**src/design/sbus_fd_pkg.sv**
```systemverilog
// Shared constants, types and control structs for the S-BUS frame decoder.
// No dependencies; every other design file imports this package.
`default_nettype none

package sbus_fd_pkg;

  // Frame layout
  localparam logic [7:0] START_MARK    = 8'h0F;
  localparam logic [7:0] END_MARK      = 8'h00;
  localparam int         FRAME_BYTES   = 25;
  localparam int         PAYLOAD_BYTES = 22;
  localparam int         FAILSAFE_BIT  = 4;
  localparam int         VALUE_BITS    = 11;
  localparam int         NUM_CHANNELS  = 16;
  localparam int         PAYLOAD_BITS  = PAYLOAD_BYTES * 8;

  // Byte positions within a frame
  localparam logic [4:0] POS_START     = 5'd0;
  localparam logic [4:0] POS_LAST_DATA = 5'(PAYLOAD_BYTES);
  localparam logic [4:0] POS_FLAGS     = 5'(PAYLOAD_BYTES + 1);
  localparam logic [4:0] POS_END       = 5'(FRAME_BYTES - 1);

  localparam logic [3:0] LAST_CHANNEL  = 4'(NUM_CHANNELS - 1);

  typedef logic [4:0]  pos_t;
  typedef logic [3:0]  chan_t;
  typedef logic [10:0] value_t;

  // Controller to datapath
  typedef struct packed {
    logic byte_shift;   // push received payload byte into the shift line
    logic flags_load;   // capture failsafe state from the flags byte
    logic chan_shift;   // drop the channel just delivered
  } dp_cmd_t;

  // Datapath to controller
  typedef struct packed {
    logic is_start;
    logic is_end;
  } dp_stat_t;

endpackage

`default_nettype wire

```
**src/design/sbus_fd_if.sv**
```systemverilog
// Valid/ready channel interfaces for the frame decoder's byte input and
// channel result output. Depends on sbus_fd_pkg.
`default_nettype none

interface sbus_fd_in_if
  import sbus_fd_pkg::*;
  ();
  logic       valid;
  logic       ready;
  logic [7:0] rx_byte;

  modport source (output valid, output rx_byte, input ready);
  modport sink   (input valid, input rx_byte, output ready);
endinterface

interface sbus_fd_out_if
  import sbus_fd_pkg::*;
  ();
  logic   valid;
  logic   ready;
  chan_t  channel_index;
  value_t channel_value;
  logic   link_active;
  logic   last;

  modport source (output valid, output channel_index, output channel_value,
                  output link_active, output last, input ready);
  modport sink   (input valid, input channel_index, input channel_value,
                  input link_active, input last, output ready);
endinterface

`default_nettype wire

```
**src/design/sbus_fd_datapath.sv**
```systemverilog
// Datapath: payload shift line, failsafe flag and byte compares.
// Depends on sbus_fd_pkg; driven by sbus_fd_ctrl commands.
`default_nettype none

module sbus_fd_datapath
  import sbus_fd_pkg::*;
(
  input  wire logic       clk,
  input  wire logic [7:0] in_byte,
  input  wire dp_cmd_t    cmd,
  output dp_stat_t        stat,
  output value_t          chan_value,
  output logic            link_active
);

  logic [PAYLOAD_BITS-1:0] payload_r;
  logic [PAYLOAD_BITS-1:0] payload_nxt;
  logic                    link_r;
  logic                    link_nxt;

  // Bytes enter at the top, so byte 1 ends at the bottom: LSB-first stream.
  // Delivering a channel shifts the next one down to bit 0.
  always_comb begin
    payload_nxt = payload_r;
    if (cmd.byte_shift) begin
      payload_nxt = {in_byte, payload_r[PAYLOAD_BITS-1:8]};
    end else if (cmd.chan_shift) begin
      payload_nxt = payload_r >> VALUE_BITS;
    end
  end

  // Link is active when the failsafe bit is clear
  assign link_nxt = cmd.flags_load ? ~in_byte[FAILSAFE_BIT] : link_r;

  always_ff @(posedge clk) begin
    payload_r <= payload_nxt;
    link_r    <= link_nxt;
  end

  assign stat.is_start = (in_byte == START_MARK);
  assign stat.is_end   = (in_byte == END_MARK);
  assign chan_value    = payload_r[VALUE_BITS-1:0];
  assign link_active   = link_r;

endmodule

`default_nettype wire

```
**src/design/sbus_fd_ctrl.sv**
```systemverilog
// Controller: frame position tracking, start/end checks and result sequencing.
// Depends on sbus_fd_pkg; commands sbus_fd_datapath.
`default_nettype none

module sbus_fd_ctrl
  import sbus_fd_pkg::*;
(
  input  wire logic     clk,
  input  wire logic     rst_n,
  input  wire logic     in_valid,
  output logic          in_ready,
  output logic          out_valid,
  input  wire logic     out_ready,
  input  wire dp_stat_t stat,
  output dp_cmd_t       cmd,
  output chan_t         chan_idx,
  output logic          chan_last
);

  localparam logic ST_RECV = 1'b0;
  localparam logic ST_EMIT = 1'b1;

  logic  state_r, state_nxt;
  pos_t  pos_r, pos_nxt;
  chan_t ch_r, ch_nxt;
  logic  in_fire, out_fire;

  assign in_ready  = (state_r == ST_RECV);
  assign out_valid = (state_r == ST_EMIT);
  assign in_fire   = in_valid && in_ready;
  assign out_fire  = out_valid && out_ready;
  assign chan_idx  = ch_r;
  assign chan_last = (ch_r == LAST_CHANNEL);

  // Next state, position and channel counter
  always_comb begin
    state_nxt      = state_r;
    pos_nxt        = pos_r;
    ch_nxt         = ch_r;
    cmd.byte_shift = 1'b0;
    cmd.flags_load = 1'b0;
    cmd.chan_shift = 1'b0;
    unique case (state_r)
      ST_RECV: begin
        if (in_fire) begin
          priority if (pos_r == POS_START) begin
            if (stat.is_start) pos_nxt = pos_r + 5'd1;
          end else if (pos_r < POS_END) begin
            cmd.byte_shift = (pos_r <= POS_LAST_DATA);
            cmd.flags_load = (pos_r == POS_FLAGS);
            pos_nxt        = pos_r + 5'd1;
          end else begin
            // end position: bad closing byte drops the frame
            pos_nxt = POS_START;
            if (stat.is_end) begin
              state_nxt = ST_EMIT;
              ch_nxt    = '0;
            end
          end
        end
      end
      ST_EMIT: begin
        if (out_fire) begin
          cmd.chan_shift = 1'b1;
          if (chan_last) begin
            state_nxt = ST_RECV;
          end else begin
            ch_nxt = ch_r + 4'd1;
          end
        end
      end
      default: state_nxt = ST_RECV;
    endcase
  end

  always_ff @(posedge clk) begin
    if (!rst_n) begin
      state_r <= ST_RECV;
      pos_r   <= POS_START;
      ch_r    <= '0;
    end else begin
      state_r <= state_nxt;
      pos_r   <= pos_nxt;
      ch_r    <= ch_nxt;
    end
  end

  // Position never runs past the end byte
  a_pos_range: assert property (@(posedge clk) disable iff (!rst_n)
    pos_r <= POS_END)
    else $error("frame position out of range");

  // No frame is in progress while results are going out
  a_emit_idle_pos: assert property (@(posedge clk) disable iff (!rst_n)
    out_valid |-> (pos_r == POS_START))
    else $error("position moved during result burst");

  // A good end byte starts the burst at channel 0
  a_good_end_emits: assert property (@(posedge clk) disable iff (!rst_n)
    (in_fire && pos_r == POS_END && stat.is_end) |=> (out_valid && ch_r == '0))
    else $error("good frame did not start result burst");

  // After the last channel beat the block takes bytes again
  a_last_returns: assert property (@(posedge clk) disable iff (!rst_n)
    (out_fire && chan_last) |=> in_ready)
    else $error("block did not return to receive after last channel");

endmodule

`default_nettype wire

```
**src/design/sbus_frame_decoder.sv**
```systemverilog
// S-BUS frame decoder: takes received bytes one beat per cycle, checks the
// start and end bytes, then delivers one result beat per channel. Each
// channel's 11-bit value comes LSB-first from the 22 payload bytes and
// carries the link-active flag (inverse of failsafe bit 4 of the flags
// byte) and a last marker on the final channel. Depends on sbus_fd_pkg,
// sbus_fd_if, sbus_fd_ctrl and sbus_fd_datapath.
// A good frame's closing byte starts a burst of 16 result beats, one per
// cycle while out_ch.ready is high; the payload shift line moves down one
// channel per beat, and the input is held off until the last beat is
// taken, so a frame costs 25 byte beats plus 16 result beats. No clearing
// pass is needed after reset.
`default_nettype none

module sbus_frame_decoder
  import sbus_fd_pkg::*;
(
  input  wire logic     clk,
  input  wire logic     rst_n,
  sbus_fd_in_if.sink    in_ch,
  sbus_fd_out_if.source out_ch
);

  dp_cmd_t  cmd;
  dp_stat_t stat;
  chan_t    chan_idx;
  logic     chan_last;
  value_t   chan_value;
  logic     link_active;
  logic     in_ready;
  logic     out_valid;

  sbus_fd_ctrl u_ctrl (
    .clk       (clk),
    .rst_n     (rst_n),
    .in_valid  (in_ch.valid),
    .in_ready  (in_ready),
    .out_valid (out_valid),
    .out_ready (out_ch.ready),
    .stat      (stat),
    .cmd       (cmd),
    .chan_idx  (chan_idx),
    .chan_last (chan_last)
  );

  sbus_fd_datapath u_dp (
    .clk         (clk),
    .in_byte     (in_ch.rx_byte),
    .cmd         (cmd),
    .stat        (stat),
    .chan_value  (chan_value),
    .link_active (link_active)
  );

  // Channel ports
  assign in_ch.ready          = in_ready;
  assign out_ch.valid         = out_valid;
  assign out_ch.channel_index = chan_idx;
  assign out_ch.channel_value = chan_value;
  assign out_ch.link_active   = link_active;
  assign out_ch.last          = chan_last;

endmodule

`default_nettype wire

```
**src/flat_wrapper.sv**
```systemverilog
// flat-port wrapper written by rule: the top's interface ports become plain ports
module sbus_frame_decoder_flat import sbus_fd_pkg::*;
  (clk, rst_n, in_ch_valid, in_ch_rx_byte, in_ch_ready, out_ch_valid, out_ch_channel_index, out_ch_channel_value, out_ch_link_active, out_ch_last, out_ch_ready);
  sbus_fd_in_if in_ch_i ();
  sbus_fd_out_if out_ch_i ();
  input  wire logic clk;
  input  wire logic rst_n;
  input wire logic [$bits(in_ch_i.valid)-1:0] in_ch_valid;
  input wire logic [$bits(in_ch_i.rx_byte)-1:0] in_ch_rx_byte;
  output wire logic [$bits(in_ch_i.ready)-1:0] in_ch_ready;
  output wire logic [$bits(out_ch_i.valid)-1:0] out_ch_valid;
  output wire logic [$bits(out_ch_i.channel_index)-1:0] out_ch_channel_index;
  output wire logic [$bits(out_ch_i.channel_value)-1:0] out_ch_channel_value;
  output wire logic [$bits(out_ch_i.link_active)-1:0] out_ch_link_active;
  output wire logic [$bits(out_ch_i.last)-1:0] out_ch_last;
  input wire logic [$bits(out_ch_i.ready)-1:0] out_ch_ready;
  assign in_ch_i.valid = in_ch_valid;
  assign in_ch_i.rx_byte = in_ch_rx_byte;
  assign in_ch_ready = in_ch_i.ready;
  assign out_ch_valid = out_ch_i.valid;
  assign out_ch_channel_index = out_ch_i.channel_index;
  assign out_ch_channel_value = out_ch_i.channel_value;
  assign out_ch_link_active = out_ch_i.link_active;
  assign out_ch_last = out_ch_i.last;
  assign out_ch_i.ready = out_ch_ready;
  sbus_frame_decoder u_core (.clk(clk), .rst_n(rst_n), .in_ch(in_ch_i), .out_ch(out_ch_i));
endmodule
```
**config.mk**
```make
export PLATFORM = sky130hd
export DESIGN_NAME = sbus_frame_decoder_flat
export DESIGN_NICKNAME = d
export VERILOG_FILES = /design/src/design/sbus_fd_pkg.sv /design/src/design/sbus_fd_if.sv /design/src/design/sbus_fd_datapath.sv /design/src/design/sbus_fd_ctrl.sv /design/src/design/sbus_frame_decoder.sv /design/src/flat_wrapper.sv
export SDC_FILE = /design/constraint.sdc
export NUM_CORES = 1
export LEC_CHECK = 0
export BUFFER_PORTS_ARGS = -buffer_cell sky130_fd_sc_hd__buf_2
export CORE_ASPECT_RATIO = 1.2
export CORE_MARGIN = 2
export CORE_UTILIZATION = 53
export DETAILED_ROUTE_END_ITERATION = 10
export GPL_TIMING_DRIVEN = 0
export PLACE_DENSITY = 0.74
export RECOVER_POWER = 50
export SYNTH_ARGS = -nofsm -noshare
export SYNTH_HDL_FRONTEND = slang
export SYNTH_SLANG_ARGS = --single-unit
```
**constraint.sdc**
```tcl
create_clock -name clk -period 15.1 [get_ports clk]
set_input_delay 1.51 -clock clk [delete_from_list [all_inputs] [get_ports clk]]
set_output_delay 1.51 -clock clk [all_outputs]
set_load 0.005 [all_outputs]
```
==> impl_metrics.ini <==
[setup_path]
critPathMaxStageDelay_ps = 590
start_kind = primary input
path_cells = buf_2, nor2b_1, and4_1, clkbuf_1, clkbuf_1, clkbuf_1, a21o_4, buf_16
setup.worst_path.end_class = register
rrSetupSlack_ps = 11620
reg2reg_depth = 9
crit_top_cell = clkbuf_1
path_delay_family = buffers and inverters
r2r-end = u_core.u_dp.payload_r[98]
critPathArrivalTime_ps = 4240
cp_num_cells = 8
critPathMaxFanout = 63
worstSetupPathType = primary input to register
crit_path_start = in_ch_valid
crit_path_end = u_core.u_dp.payload_r[98]
required_ps = 15200
reg2reg_from = u_core.u_ctrl.pos_r[0]
path_buf_inv = 5
critPathSlowestCell = a21o_4

[cts]
clk_pin_slew_ps = 70
cts_max_path_buffers = 2
h-tree-depth = 4
tritoncts = yes
cts_buffers = 17
insertion_delay_ps = 430
clock-sinks = 187
cts-root-buf = clkbuf_16
post_cts_resized = 0
hold_buffers = 0
post_cts_buffers = 0

[synth]
ys_ff_latch = 187
synth.distinct_cells = 34
seq_area_frac_synth = 0.650
synthesis.nets = 473
synth_area_um2 = 8490
synth.avg_cell_area_um2 = 18.5
syn_inst = 458
yosys_warnings = 0

[die]
rows = 50
die_h_um = 143
dieArea_um2 = 17100
io_pins = 31
start_util = 0.543
die_x_um = 120
fp.coreArea_um2 = 15600

[worst_hold_path]
hp-class = register to register

[global_routing]
grt_start_max_net_pins = 65
grt_remaining_overflow = 0
grt_pass1_wl_mm = 20.8
grt_pass1_vias = 4026
grt_use_total = 0.161
antenna_found_initial = 0

[final_layout]
mostFrequentLayoutCell = edfxtp_1
multi_input_area_um2 = 2390
finish.net_count = 523
syn2layout_area_growth_pct = 8.05
drive_above_1_share = 0.296
fillCellCount = 1245
fin_util = 0.587
diodes = 0
finalInstanceArea_um2 = 9170
fin_cells = 728
regArea_um2 = 5520
mostFrequentLayoutCells = edfxtp_1 (177), mux2_1 (77), mux2_2 (62)

[placement]
dp_hpwl_mm = 8.28
post-place-ws_ps = 10900
placed_cells = 697
place_congestion = 0.770
port_buffers = 29
postPlaceCellArea_um2 = 8960

[timing]
fmax_mhz = 241
slew_violations = 0
period_minus_slack_ps = 4140
grt_setup_unrepaired = false
slew_headroom = 0.545
finalSetupViolations = 0
finalClockSkew_ps = 9.34
layout_setup_ws_ps = 10960
hold_viol_final = 0
finalSetupTns_ps = 0
worstMarginPinSlew_ps = 682
fin_crit_sh = 0.274
hold_slack_ps = 496

[route]
viasPerCell = 5.39
ant_nets = 0
wl_mm = 12.9
dr_total_vias = 3922
firstDrtPassIters = 4
post_drt_wl_per_cell_um = 17.7
drc = 0
drtIter0Drc = 313

[status]
status = finished, final reports clean

[power]
total_power_mw = 1.04
leakage_nw = 3.07
ir_drop_mv = 0.0840
power_density_nw_per_um2 = 114

[run]
maxCapViolCount = 0
-- metal layers --
metal / track usage / share of wire / vias to the layer above
met5: 0 / 0 / -
met1: 0.196 / 0.43 / 1960
met4: 0.0731 / 0.020 / 0
met2: 0.275 / 0.52 / 71
li1: - / - / 1870
met3: 0.0359 / 0.030 / 21
-- synthesized netlist by cell type, drive strengths merged --
| master | n | area [µm²] |
|---|---|---|
| nor4 | 2 | 12.5 |
| nor3b | 1 | 7.51 |
| edfxtp | 177 | 5320 |
| inv | 6 | 22.5 |
| and3 | 2 | 12.5 |
| and2 | 12 | 75.1 |
| nor2 | 1 | 3.75 |
| a31oi | 4 | 25.0 |
| nand3 | 2 | 10.0 |
| o21ai | 4 | 20.0 |
| clkbuf | 2 | 7.51 |
| a21boi | 1 | 7.51 |
| or4b | 1 | 10.0 |
| ha | 3 | 37.5 |
| mux2i | 2 | 20.0 |
| or4 | 1 | 7.51 |
| and4 | 2 | 17.5 |
| nand2 | 9 | 33.8 |
| buf | 30 | 272 |
| nand4 | 5 | 31.3 |
| nor3 | 3 | 15.0 |
| or3 | 2 | 12.5 |
| mux2 | 165 | 2240 |
| o21a | 1 | 7.51 |
| a21o | 1 | 7.51 |
| o31ai | 1 | 7.51 |
| nor2b | 1 | 6.26 |
| a41oi | 1 | 8.76 |
| nand3b | 1 | 7.51 |
| a21oi | 5 | 25.0 |
| dfxtp | 10 | 200 |
-- flip-flops by register name (all words and copies together), names as in the netlist --
name / flops
u_core.u_dp.link_active: 1
u_core.u_ctrl.pos_r: 5
u_core.u_ctrl.chan_idx: 4
u_core.u_dp.payload_r: 176
u_core.u_ctrl.out_valid: 1
-- cell families after synthesis --
group / count (synthesis) / synth area share
flops: 187 / 0.650
simple gates: 45 / 0.0309
buf+inv: 38 / 0.0355
compound gates: 18 / 0.0128
mux: 167 / 0.267
fa+ha+maj: 3 / 0.00442
-- worst min-delay path by stage --
stage	from	endpoint	cells past startpoint
6_report	u_core.u_ctrl.chan_idx[3]	u_core.u_ctrl.chan_idx[3]	1
5_1_grt	u_core.u_ctrl.chan_idx[3]	u_core.u_ctrl.chan_idx[3]	1
4_1_cts	u_core.u_ctrl.chan_idx[3]	u_core.u_ctrl.chan_idx[3]	1
3_5_place_dp	u_core.u_ctrl.chan_idx[3]	u_core.u_ctrl.chan_idx[3]	1
3_3_place_gp	u_core.u_ctrl.chan_idx[3]	u_core.u_ctrl.chan_idx[3]	1
2_1_floorplan	u_core.u_ctrl.chan_idx[3]	u_core.u_ctrl.chan_idx[3]	1
-- area by class of cell --
cell class              count  share of cell area
inverters                   6             0.00245
clock inverters            13              0.0217
well taps                 208              0.0284
repair buffers             31              0.0211
multi-input cells         233               0.261
plain buffers              32              0.0176
flip-flops and latches    187               0.601
clock buffers              18              0.0468
-- report_power, final --
group,switching [mW],leakage (nW),internal (mW)
clock,0.184,0.297,0.291
sequential,0.000380,1.70,0.560
combinational,0.00366,1.07,0.00277
total,0.188,3.07,0.854
Power figures use the tool's default switching activity.
